===== config.mk =====
export PLATFORM = sky130hd
export DESIGN_NAME = bcc_controller
export DESIGN_NICKNAME = d
export VERILOG_FILES = /design/src/design/bcc_pkg.sv /design/src/design/bcc_controller.sv
export SDC_FILE = /design/constraint.sdc
export NUM_CORES = 1
export LEC_CHECK = 0
export ABC_AREA = 0
export BUFFER_PORTS_ARGS = -buffer_cell sky130_fd_sc_hd__buf_2
export CORE_MARGIN = 4
export CORE_UTILIZATION = 50
export CTS_CLUSTER_DIAMETER = 150
export DETAILED_ROUTE_END_ITERATION = 6
export PLACE_DENSITY = 0.83
export SLEW_MARGIN = 10
export SYNTH_ARGS = -nofsm -noshare
export SYNTH_HDL_FRONTEND = slang
export SYNTH_SLANG_ARGS = --single-unit

===== constraint.sdc =====
create_clock -name clk -period 1.6 [get_ports clk]
set_input_delay 0.08 -clock clk [delete_from_list [all_inputs] [get_ports clk]]
set_output_delay 0.08 -clock clk [all_outputs]
set_load 0.02 [all_outputs]

===== src/design/bcc_pkg.sv =====
package bcc_pkg;

  localparam int MAX_NODES_DEF = 1024;
  localparam int MAX_EDGES_DEF = 4096;
  localparam int FIELD_W       = 11;
  localparam int MUL_STEPS     = 30;
  localparam int MUL_CNT_W     = 5;

  localparam logic [29:0] MODULUS = 30'd998244353;

  localparam logic [1:0] ACT_START  = 2'd0;
  localparam logic [1:0] ACT_EDGE   = 2'd1;
  localparam logic [1:0] ACT_FINISH = 2'd2;

  localparam logic [1:0] COLOR_ZERO   = 2'd0;
  localparam logic [1:0] COLOR_UNUSED = 2'd2;

  typedef enum logic [4:0] {
    OP_NONE,
    OP_HEAD_CLR,
    OP_START,
    OP_EDGE_LATCH,
    OP_EDGE_DROP,
    OP_RD_A,
    OP_WR_A,
    OP_RD_B,
    OP_WR_B,
    OP_FINISH_INIT,
    OP_COLOR_CLR,
    OP_SEED_RD,
    OP_SEED_NEXT,
    OP_SEED_GO,
    OP_POP,
    OP_NODE_RD,
    OP_NODE_LAT,
    OP_LINK,
    OP_TGT,
    OP_NB,
    OP_MUL_INIT,
    OP_MUL_STEP,
    OP_OUT_OK,
    OP_OUT_FAIL
  } op_t;

  typedef enum logic [4:0] {
    S_HCLR,
    S_IDLE,
    S_ECHK,
    S_EWA,
    S_ERB,
    S_EWB,
    S_CCLR,
    S_SEED,
    S_SCHK,
    S_POP,
    S_NRD,
    S_NLAT,
    S_LINK,
    S_TGT,
    S_NB,
    S_MINIT,
    S_MUL,
    S_OUTOK,
    S_OUTFAIL
  } state_t;

  typedef struct packed {
    logic sweep_last;
    logic edge_bad;
    logic seeds_done;
    logic seed_colored;
    logic stack_empty;
    logic link_null;
    logic nb_conflict;
    logic mul_last;
    logic out_busy;
  } status_t;

  // Sum of two residues, reduced once.
  function automatic logic [29:0] add_mod(input logic [29:0] x, input logic [29:0] y);
    logic [30:0] s;
    s = {1'b0, x} + {1'b0, y};
    if (s >= {1'b0, MODULUS}) s = s - {1'b0, MODULUS};
    return s[29:0];
  endfunction

endpackage


===== src/design/bcc_controller.sv =====
module bcc_controller (
  input  logic             clk,
  input  logic             rst,
  input  logic             s_tvalid,
  input  logic [1:0]       action,
  input  bcc_pkg::status_t st,
  output logic             s_tready,
  output bcc_pkg::op_t     cmd
);

  bcc_pkg::state_t state, state_next;

  always_ff @(posedge clk) begin
    if (rst) state <= bcc_pkg::S_HCLR;
    else state <= state_next;
  end

  always_comb begin
    state_next = state;
    case (state)
      bcc_pkg::S_HCLR: if (st.sweep_last) state_next = bcc_pkg::S_IDLE;
      bcc_pkg::S_IDLE: begin
        if (s_tvalid) begin
          case (action)
            bcc_pkg::ACT_START:  state_next = bcc_pkg::S_HCLR;
            bcc_pkg::ACT_EDGE:   state_next = bcc_pkg::S_ECHK;
            bcc_pkg::ACT_FINISH: state_next = bcc_pkg::S_CCLR;
            default:             state_next = bcc_pkg::S_IDLE;
          endcase
        end
      end
      bcc_pkg::S_ECHK: state_next = st.edge_bad ? bcc_pkg::S_IDLE : bcc_pkg::S_EWA;
      bcc_pkg::S_EWA:  state_next = bcc_pkg::S_ERB;
      bcc_pkg::S_ERB:  state_next = bcc_pkg::S_EWB;
      bcc_pkg::S_EWB:  state_next = bcc_pkg::S_IDLE;
      bcc_pkg::S_CCLR: if (st.sweep_last) state_next = bcc_pkg::S_SEED;
      bcc_pkg::S_SEED: state_next = st.seeds_done ? bcc_pkg::S_OUTOK : bcc_pkg::S_SCHK;
      bcc_pkg::S_SCHK: state_next = st.seed_colored ? bcc_pkg::S_SEED : bcc_pkg::S_POP;
      bcc_pkg::S_POP:  state_next = st.stack_empty ? bcc_pkg::S_MINIT : bcc_pkg::S_NRD;
      bcc_pkg::S_NRD:  state_next = bcc_pkg::S_NLAT;
      bcc_pkg::S_NLAT: state_next = bcc_pkg::S_LINK;
      bcc_pkg::S_LINK: state_next = st.link_null ? bcc_pkg::S_POP : bcc_pkg::S_TGT;
      bcc_pkg::S_TGT:  state_next = bcc_pkg::S_NB;
      bcc_pkg::S_NB:   state_next = st.nb_conflict ? bcc_pkg::S_OUTFAIL : bcc_pkg::S_LINK;
      bcc_pkg::S_MINIT: state_next = bcc_pkg::S_MUL;
      bcc_pkg::S_MUL:  if (st.mul_last) state_next = bcc_pkg::S_SEED;
      bcc_pkg::S_OUTOK, bcc_pkg::S_OUTFAIL: if (!st.out_busy) state_next = bcc_pkg::S_IDLE;
      default: state_next = bcc_pkg::S_IDLE;
    endcase
  end

  always_comb begin
    cmd      = bcc_pkg::OP_NONE;
    s_tready = 1'b0;
    case (state)
      bcc_pkg::S_HCLR: cmd = bcc_pkg::OP_HEAD_CLR;
      bcc_pkg::S_IDLE: begin
        s_tready = 1'b1;
        if (s_tvalid) begin
          case (action)
            bcc_pkg::ACT_START:  cmd = bcc_pkg::OP_START;
            bcc_pkg::ACT_EDGE:   cmd = bcc_pkg::OP_EDGE_LATCH;
            bcc_pkg::ACT_FINISH: cmd = bcc_pkg::OP_FINISH_INIT;
            default:             cmd = bcc_pkg::OP_NONE;
          endcase
        end
      end
      bcc_pkg::S_ECHK: cmd = st.edge_bad ? bcc_pkg::OP_EDGE_DROP : bcc_pkg::OP_RD_A;
      bcc_pkg::S_EWA:  cmd = bcc_pkg::OP_WR_A;
      bcc_pkg::S_ERB:  cmd = bcc_pkg::OP_RD_B;
      bcc_pkg::S_EWB:  cmd = bcc_pkg::OP_WR_B;
      bcc_pkg::S_CCLR: cmd = bcc_pkg::OP_COLOR_CLR;
      bcc_pkg::S_SEED: if (!st.seeds_done) cmd = bcc_pkg::OP_SEED_RD;
      bcc_pkg::S_SCHK: cmd = st.seed_colored ? bcc_pkg::OP_SEED_NEXT : bcc_pkg::OP_SEED_GO;
      bcc_pkg::S_POP:  if (!st.stack_empty) cmd = bcc_pkg::OP_POP;
      bcc_pkg::S_NRD:  cmd = bcc_pkg::OP_NODE_RD;
      bcc_pkg::S_NLAT: cmd = bcc_pkg::OP_NODE_LAT;
      bcc_pkg::S_LINK: if (!st.link_null) cmd = bcc_pkg::OP_LINK;
      bcc_pkg::S_TGT:  cmd = bcc_pkg::OP_TGT;
      bcc_pkg::S_NB:   if (!st.nb_conflict) cmd = bcc_pkg::OP_NB;
      bcc_pkg::S_MINIT: cmd = bcc_pkg::OP_MUL_INIT;
      bcc_pkg::S_MUL:  cmd = bcc_pkg::OP_MUL_STEP;
      bcc_pkg::S_OUTOK:   if (!st.out_busy) cmd = bcc_pkg::OP_OUT_OK;
      bcc_pkg::S_OUTFAIL: if (!st.out_busy) cmd = bcc_pkg::OP_OUT_FAIL;
      default: cmd = bcc_pkg::OP_NONE;
    endcase
  end

endmodule


## Word-level counts from Yosys, hierarchy flattened

Cells that the tools add are included.

| word-level totals | value |
|---|---|
| flip-flop bits (word level) | 5 |
| output and inout port bits | 6 |
| word-level logic and storage cells | 55 |

| cells by class | value |
|---|---|
| equal/unequal tests | 25 |
| multiplexer cells | 25 |
| reductions and logical operators | 4 |

Operators with widths:

| cell | count |
|---|---|
| case mux 5 bit (19 select lines) | 1 |
| case mux 5 bit (17 select lines) | 1 |
| 2-to-1 mux 5 bit | 11 |
| == test 5 x 4 -> 1 bit (second input constant) | 8 |
| == test 5 x 3 -> 1 bit (second input constant) | 4 |
| 2-to-1 mux 4 bit | 4 |
| == test 5 bit (second input constant) | 3 |
| case mux 4 bit (3 select lines) | 1 |
| == test 5 x 2 -> 1 bit (second input constant) | 2 |
| != test 2 bit (second input constant) | 5 |
| case mux 3 bit (3 select lines) | 1 |
| 2-to-1 mux 3 bit | 2 |
| == test 5 x 1 -> 1 bit (second input constant) | 1 |
| zero test 5 bit | 1 |
| AND reduction 5 bit | 1 |
| 2-to-1 mux 1 bit | 3 |
| == test 2 x 1 -> 1 bit (second input constant) | 1 |
| == test 2 bit (second input constant) | 1 |
| zero test 2 bit | 1 |
| 2-to-1 mux 2 bit | 1 |
| OR reduction 2 bit | 1 |

## Depth between registers and ports, before layout

Gate-level depths: netlist (run 1).

| depth | value |
|---|---|
| word-level depth | 4 |
| gate-level depth with buffers | 7 |

## Worst setup path after synthesis (run 1)

OpenSTA, ideal clock, no wires.

| path | value |
|---|---|
| path type | reg2out |
| start | reg state[1] |
| end | out cmd[0] |
| data arrival time | 1.517 ns |
| data required time | 1.520 ns |
| setup slack | 0.003 ns |
| cell stages (with the launch flop) | 7 |
| cells stage by stage | dfxtp_1 > buf_2 > buf_4 > buf_2 > a21oi_1 > o22a_1 > o211ai_1 |

| on the way | value |
|---|---|
| word-level cells in the longest chain between the ends | 2 |

RTL lines:

| item | RTL line | source |
|---|---|---|
| start, declared | bcc_controller.sv:11 | `bcc_pkg::state_t state, state_next;` |
| start signal, assigned | bcc_controller.sv:14 | `if (rst) state <= bcc_pkg::S_HCLR;` |
| start signal, assigned | bcc_controller.sv:15 | `else state <= state_next;` |
| == test 5 bit, or another cell as far along | bcc_controller.sv:55 | `case (state)` |
| case mux 5 bit (19 select lines) * | bcc_controller.sv:55 |  |
| end, declared | bcc_controller.sv:8 | `output bcc_pkg::op_t cmd` |

Every way passes the cells marked *; elsewhere a longest branch is shown, timed or not.

## Final worst setup path (run 1)

| path | value |
|---|---|
| start | reg state[3] |
| end | out cmd[0] |

Same word-level chain as after synthesis.

==> qor.yml, run 1 <==
outcome: "finished, violations left"
failed_checks: "negative setup slack"
synth_top_area_cell: "dfxtp_1"
drc: 0
overflow: 0
antenna_left: 0
power_density_nw_per_um2: 494
initial_utilization_pct: 54.1
fmax_mhz: 556
ys.flop_type: "dfxtp_1"
reg2reg_slack_ns: -0.11
timing.final.max_slew_violations: 0
irDropWorstVdd_mv: 0.491
coreArea_um2: 1780
critPathSlowestCell: "dfxtp_4"
final_nets: 210
diodes: 0
grt_usage_pct: 34.3
layout_setup_ws_ns: -0.199
met3_usage_pct: 7.45
worst_slew_pin_slew_ns: 0.316
drv_cap: 0
hold_buffers: 0
cts_buffers: 3
syn_nets: 160
maxSlewHeadroom_pct: 78.9
antenna_found_initial: 0
use_met2_pct: 55.4
pin_count: 20
gp_congestion: 1.08
drive_above_1_share_pct: 52.9
firstDrtPassIters: 5
fillers: 69
finalCritPeriodShare_pct: 112
critPathRequiredTime_ns: 1.52
ys_seq_area_share_pct: 10.4
rsz0062_at_grt: "yes"
yosysWarningCount: 0
async_flop_share_pct: 0
synth.ff_latch_count: 5
hold-worst-slack_ns: 0.0624
place_ws_ns: -0.133
final-instance-count-excl-fill: 216
drt_wl_total_um: 4820
grtUsageMet1_pct: 41.6
hold_violations: 0
start_kind: "flop"
synth_top_area_share_pct: 10.4
top_register: "state"
via_count: 1545
synth_edf_count: 0
crit_arrival_ns: 1.72
ctsHtreeMaxLevel: 1
vias_per_cell: 7.15
die_area_um2: 2700
skew_ns: 0.0102
synth_area_per_cell_um2: 6.79
drtIter0Drc: 137
clockBufferDepth: 2
crit_type: "reg -> out"
area_delta_synth_final_pct: 66.1
grt.busiest_layer: "met2"
final.setup.tns_ns: -0.947
clkTransAtPathRegs_ns: 0.05
clock-root-buffer: "clkbuf_4"
dp_hpwl_um: 2680
synth_most_common_cell: "nor2_1"
placed_cells: 204
cp-end-kind: "output port"
synth_cell_types: 47
grt_first_pass_wirelength_um: 6870
path_cells: "buf_12, nor2b_1, o21ai_1, a21oi_2, o22a_1, o211ai_1, buf_4"
finalCriticalPeriod_ns: 1.80
die_x_um: 51.9
grt_max_degree: 13
synthTopCellsByArea: "dfxtp_1 10%, a21oi_1 8.3%, nor2_1 7.0%"
max_stage_delay_ns: 0.41
netlist_instances: 142
setup_viol: 8
postLayoutCoreUtil_pct: 89.9
io_buffers: 19
reg_top3: "state (5)"
cts_tree: "built"
hp-class: "in -> reg"
worstSkewPairLatency_ns: 0.26
grt_pass1_vias: 1419
synth.cells.most_frequent: "18 x nor2_1, 16 x a21oi_1, 10 x nand2_1"
wire_per_inst_um: 22.3
die_h_um: 51.9
path_max_fanout: 8
num_rows: 15
p_leak_nw: 0.668
largest_reg_flops: 5
cts_num_sinks: 5
synth_area_um2: 965
==> path summary, 6_finish.rpt <==
kind	from	end	cells past startpoint
worst min register to register	state[4]	state[0]	2
worst min-delay path	rst	state[3]	2
worst max register to register	state[2]	state[1]	8
worst max-delay path	state[3]	cmd[0]	7
==> layout make-up <==
| class | instances | area [µm²] | area share (%) |
|---|---|---|---|
| clock inverter | 1 | 5.00 | 0.312 |
| tap | 25 | 31.3 | 1.95 |
| inverter | 4 | 15.0 | 0.937 |
| sequential | 5 | 116 | 7.26 |
| timing repair buffer | 59 | 454 | 28.3 |
| multi-input combinational | 119 | 958 | 59.8 |
| clock buffer | 3 | 22.5 | 1.41 |
==> report_power, final <==
part,internal [mW],total [mW],switching (mW)
registers,0.130,0.151,0.0211
clock network,0.0912,0.155,0.0641
logic,0.214,0.484,0.270
total,0.436,0.791,0.355
==> timing repair <==
action | 4_1_cts | 5_1_grt
buffers inserted | 8 | 0
hold endpoints to repair | 0 | 0
gates resized for setup | 48 | 17
pin swaps | 14 | 4
setup endpoints to repair | 9 | 8
==> placed cells by master (no fill, tap or decap), types with 2 or more instances in the layout <==
master,Yosys,final
o32ai_2,0,2
dfxtp_4,0,4
nor2_2,0,3
nand2_1,10,6
a21oi_1,16,14
nor3b_2,0,2
buf_4,5,36
nand2_2,0,4
ha_1,4,4
inv_1,3,3
o211ai_1,5,5
nand4b_1,2,2
clkbuf_4,0,3
nor4_4,0,2
a22oi_1,2,2
nand2b_1,7,4
buf_6,1,7
nand3b_1,2,2
nand2b_4,0,3
a21oi_2,1,3
nor2_4,0,2
mux2i_1,2,2
nand3_1,4,4
buf_2,5,14
o21ai_1,0,4
o31a_1,2,2
nor2_1,18,13
nor2b_1,7,6
o21a_1,2,2
o32a_1,2,2
==> metrics by stage <==
| step | area (µm²) | total power, mW |
|---|---|---|
| 6_report | 1600 | 0.791 |
| 5_1_grt | 1600 | 0.828 |
| 4_1_cts | 1530 | 0.724 |
| 3_5_place_dp | 1260 | 0.507 |
| 3_3_place_gp | 1260 | 0.495 |
| 2_1_floorplan | 965 | 0.377 |
==> kinds of logic (layout without fill, tap and decap cells) <==
| group | Yosys count | in the layout | synth area share [%] |
|---|---|---|---|
| adder cells (fa/ha/maj) | 5 | 5 | 6.23 |
| AND/OR/NAND/NOR | 64 | 64 | 36.2 |
| buffers and inverters | 18 | 67 | 10.4 |
| flip-flops | 5 | 5 | 10.4 |
| multiplexers | 2 | 2 | 2.08 |
| AO/OA/AOI/OAI | 45 | 45 | 32.0 |
| XOR/XNOR | 3 | 3 | 2.72 |
==> critical path, delay by kind of cell (launching register included) <==
family	cells	cell delay [ns]
flip-flops	1	0.41
AND/OR/NAND/NOR	1	0.04
AO/OA/AOI/OAI	4	0.71
buffers and inverters	2	0.30
==> metal layers <==
layer | vias to the layer above | wire length, µm
li1 | 619 | -
met1 | 718 | 1740
met2 | 159 | 2100
met3 | 49 | 591
met4 | 0 | 380
met5 | - | 0
(Power assumes the default switching activity.)
==> inputs of run 2 (changes only) <==
--- a/config.mk
+++ b/config.mk
@@ -7,11 +7,13 @@
 export LEC_CHECK = 0
 export ABC_AREA = 0
 export BUFFER_PORTS_ARGS = -buffer_cell sky130_fd_sc_hd__buf_2
+export CELL_PAD_IN_SITES_DETAIL_PLACEMENT = 1
+export CELL_PAD_IN_SITES_GLOBAL_PLACEMENT = 1
 export CORE_MARGIN = 4
-export CORE_UTILIZATION = 50
+export CORE_UTILIZATION = 38
 export CTS_CLUSTER_DIAMETER = 150
 export DETAILED_ROUTE_END_ITERATION = 6
-export PLACE_DENSITY = 0.83
+export PLACE_DENSITY = 0.88
 export SLEW_MARGIN = 10
 export SYNTH_ARGS = -nofsm -noshare
 export SYNTH_HDL_FRONTEND = slang
==> qor.yml, run 2 (synthesis results as in run 1) <==
top_register: "state"
reg_top3: "state (5)"
finalCritPeriodShare_pct: 111
path_max_fanout: 8
worst_slew_pin_slew_ns: 0.384
hold_violations: 0
crit_arrival_ns: 1.69
pin_count: 20
critPathSlowestCell: "dfxtp_4"
wire_per_inst_um: 23.0
start_kind: "flop"
p_leak_nw: 0.639
place_ws_ns: -0.213
worstSkewPairLatency_ns: 0.23
path_cells: "buf_8, maj3_1, nor2_1, a31oi_1, or3b_1, buf_6"
cts_buffers: 3
setup_viol: 8
postLayoutCoreUtil_pct: 65.7
ctsHtreeMaxLevel: 1
final_common_cell: "buf_4"
largest_reg_flops: 5
cts_tree: "built"
skew_ns: 0.000138
clockBufferDepth: 2
initial_utilization_pct: 41.6
firstDrtPassIters: 4
coreArea_um2: 2320
layout_common_cells: "37 x buf_4, 14 x nor2_1, 14 x a21oi_1, 14 x buf_2, 7 x nand2_1"
drc: 0
crit_type: "reg -> out"
area_delta_synth_final_pct: 57.8
maxSlewHeadroom_pct: 74.3
grt_max_degree: 16
cp-end-kind: "output port"
drtIter0Drc: 81
fillers: 283
fmax_mhz: 564
diodes: 0
num_rows: 17
power_density_nw_per_um2: 526
final.setup.tns_ns: -1.08
critPathRequiredTime_ns: 1.52
timing.final.max_slew_violations: 0
finalCriticalPeriod_ns: 1.77
gp_congestion: 0.991
antenna_left: 0
hp-class: "in -> reg"
clock-root-buffer: "clkbuf_4"
vias_per_cell: 6.23
failed_checks: "negative setup slack"
drt_wl_total_um: 5030
grt_first_pass_wirelength_um: 7290
grt_usage_pct: 28.0
drive_above_1_share_pct: 47.6
rsz0062_at_grt: "yes"
drv_cap: 0
die_x_um: 58.4
grt_pass1_vias: 1437
max_stage_delay_ns: 0.39
outcome: "finished, violations left"
die_area_um2: 3410
irDropWorstVdd_mv: 0.516
final_nets: 210
antenna_found_initial: 0
layout_setup_ws_ns: -0.172
cts_num_sinks: 5
dp_hpwl_um: 3190
clkTransAtPathRegs_ns: 0.04
io_buffers: 19
overflow: 0
die_h_um: 58.4
via_count: 1365
==> run 2: worst paths after layout <==
check	start	to	slack (ns)	cells past startpoint
setup reg to reg	state[3]	state[2]	-0.13	6
hold / removal	rst	state[3]	0.09	2
setup / recovery	state[0]	cmd[2]	-0.17	6
hold reg to reg	state[1]	state[1]	0.73	3
==> run 2: routing by layer <==
| layer | share of wire, % | GRT usage [%] | vias up |
|---|---|---|---|
| li1 | - | - | 617 |
| met1 | 40 | 32.6 | 661 |
| met2 | 52 | 50.6 | 67 |
| met3 | 5.3 | 3.51 | 20 |
| met4 | 3.1 | 12.3 | 0 |
| met5 | 0 | 0 | - |
==> run 2: power by group <==
part | leakage (nW) | switching, mW | internal [mW]
clock | 0.0150 | 0.0447 | 0.0938
combinational | 0.580 | 0.275 | 0.238
sequential | 0.0433 | 0.0176 | 0.132
total | 0.639 | 0.337 | 0.464
==> run 2: area by class of cell <==
type	instances	area, µm²	area share [%]
Multi-Input combinational cell	119	883	58.0
Timing Repair Buffer	59	450	29.6
Sequential cell	5	113	7.40
Tap cell	28	35.0	2.30
Clock buffer	4	26.3	1.73
Inverter	4	15.0	0.986
==> run 2: repair_timing <==
action                                 4_1_cts  5_1_grt
setup endpoints to repair                   10       10
pin swaps                                    2        7
gates resized for setup                     26       23
gates cloned                                 0        0
setup buffers                                8        2
endpoints found under the hold margin        0        0
hold buffers                                 0        0
==> run 2: worst max-delay path, delay by kind of cell (launching register included) <==
kind,cells,cell delay [ns]
AOI/OAI and AO/OA,1,0.17
adders and majority gates,1,0.16
buffers and inverters,2,0.30
DFF,1,0.39
and+or+nand+nor,2,0.44
==> run 2: through the flow <==
step                      hold slack (ns)  total power, mW  instance area, µm²  instances
after floorplan                     0.149            0.377                 965        142
after global placement              0.311            0.515                1230        205
after detailed placement            0.322            0.535                1230        205
after CTS                          0.0612            0.733                1410        217
after global routing                0.104            0.843                1520        219
final                              0.0915            0.801                1520        219
==> inputs of run 3 (changes only) <==
--- a/config.mk
+++ b/config.mk
@@ -13,6 +13,7 @@
 export CORE_UTILIZATION = 38
 export CTS_CLUSTER_DIAMETER = 150
 export DETAILED_ROUTE_END_ITERATION = 6
+export GPL_TIMING_DRIVEN = 0
 export PLACE_DENSITY = 0.88
 export SLEW_MARGIN = 10
 export SYNTH_ARGS = -nofsm -noshare
==> constraint.sdc (replaced) <==
create_clock -name clk -period 1.6 [get_ports clk]
set_input_delay 0.32 -clock clk [delete_from_list [all_inputs] [get_ports clk]]
set_output_delay 0.32 -clock clk [all_outputs]
set_load 0.02 [all_outputs]
==> qor.yml, run 3 (synthesis results as in run 1) <==
die_h_um: 58.4
multi_input_area_um2: 905
postLayoutCoreUtil_pct: 68.6
path_cells: "buf_6, buf_6, nand2b_1, nor2_1, o21ai_1, a21oi_1, nand4b_1, buf_4"
num_rows: 17
antenna_found_initial: 0
setup_viol: 9
clkTransAtPathRegs_ns: 0.04
critPathBufInv: 3
critPathRequiredTime_ns: 1.28
pin_count: 20
crit_family: "simple AND/OR/NAND/NOR gates"
grt_max_degree: 11
p_leak_nw: 0.648
reg_top3: "state (5)"
clock-root-buffer: "clkbuf_4"
top_register: "state"
cts_buffers: 3
firstDrtPassIters: 4
critPathSlowestCell: "dfxtp_4"
coreArea_um2: 2320
placed_cell_area_um2: 1160
grt_first_pass_wirelength_um: 6400
layout_common_cells: "25 x buf_4, 15 x buf_2, 14 x a21oi_1, 12 x nor2_1, 11 x buf_6"
irDropWorstVdd_mv: 0.463
die_area_um2: 3410
hold-worst-slack_ns: 0.343
via_count: 1452
gp_congestion: 0.950
ff_latch_area_um2: 113
skew_ns: 0.0118
cts_tree: "built"
drtIter0Drc: 72
maxSlewHeadroom_pct: 75.7
cts_num_sinks: 5
die_x_um: 58.4
place_ws_ns: -0.355
grt_usage_pct: 24.4
largest_reg_flops: 5
fmax_mhz: 472
failed_checks: "negative setup slack"
worst_slew_pin_slew_ns: 0.362
finalCriticalPeriod_ns: 2.12
drt_wl_total_um: 5220
hp-class: "in -> reg"
hold_violations: 0
drc: 0
area_delta_synth_final_pct: 64.9
start_kind: "flop"
final_common_cell: "buf_4"
fillers: 273
layout_setup_ws_ns: -0.519
initial_utilization_pct: 41.6
dp_hpwl_um: 2850
grt_pass1_vias: 1298
path_max_fanout: 10
wire_per_inst_um: 23.9
crit_arrival_ns: 1.80
timing.final.max_slew_violations: 0
antenna_left: 0
diodes: 0
design_area_um2: 1590
cpMostUsedCell: "buf_6"
max_stage_delay_ns: 0.36
ctsHtreeMaxLevel: 1
io_buffers: 19
final_nets: 209
power_density_nw_per_um2: 517
final.setup.tns_ns: -2.89
crit_type: "reg -> out"
rsz0062_at_grt: "yes"
outcome: "finished, violations left"
drive_above_1_share_pct: 48.9
finalCritPeriodShare_pct: 132
cp-end-kind: "output port"
drv_cap: 0
vias_per_cell: 6.66
overflow: 0
worstSkewPairLatency_ns: 0.25
clockBufferDepth: 2
run 3: cell types whose count changed in the layout (fill, tap and decap cells not counted), moves of 2 or more:
cell     previous run  this run
buf_8               1         5
o21ai_1             2         4
nor2_1             14        12
buf_4              37        25
buf_6               6        11
nor2_4              1         4
o21ai_0             2         0
run 3: worst reg2reg max path, cell delays in order (launching register included):
cell and delay, ns:
dfxtp_2 0.33, buf_4 0.13, buf_6 0.12, or4b_1 0.53, a21oi_2 0.17, o221ai_2 0.15, a21oi_2 0.17, o21a_1 0.13
run 3: what timing repair did:
action	in CTS	in global routing
hold buffers	0	0
gates resized for setup	24	34
cloned	1	1
setup endpoints to repair	9	9
setup buffers	8	17
pin swaps	7	10
run 3: per-stage QoR:
stage	total power, mW	std cells
2_1_floorplan	0.400	142
3_3_place_gp	0.491	189
3_5_place_dp	0.504	189
4_1_cts	0.703	202
5_1_grt	0.863	218
6_report	0.821	218
run 3: where the power goes:
group | leakage [nW] | switching [mW] | total [mW] | internal, mW
logic | 0.590 | 0.293 | 0.529 | 0.236
clock network | 0.0150 | 0.0561 | 0.151 | 0.0945
registers | 0.0433 | 0.0103 | 0.142 | 0.132
total | 0.648 | 0.359 | 0.821 | 0.462
run 3: cell type report:
class,count,share of cell area (%)
multi-input combinational,119,56.9
timing repair buffer,45,21.3
buffer,13,9.76
sequential,5,7.08
tap,28,2.20
clock buffer,4,1.65
inverter,4,1.10
run 3: routing by layer:
| layer | share of wire (%) | track usage (%) |
|---|---|---|
| met1 | 38 | 31.7 |
| met2 | 48 | 40.7 |
| met4 | 5.7 | 9.27 |
| met3 | 8.6 | 3.29 |
| met5 | 0 | 0 |
run 3: path summary, 6_finish.rpt:
check	endpoint	cells after the start	slack [ns]	start
worst max-delay path	cmd[1]	8	-0.52	state[0]
worst min-delay path	state[3]	2	0.34	rst
worst min register to register	state[1]	3	0.84	state[4]
worst max register to register	state[2]	7	-0.19	state[1]
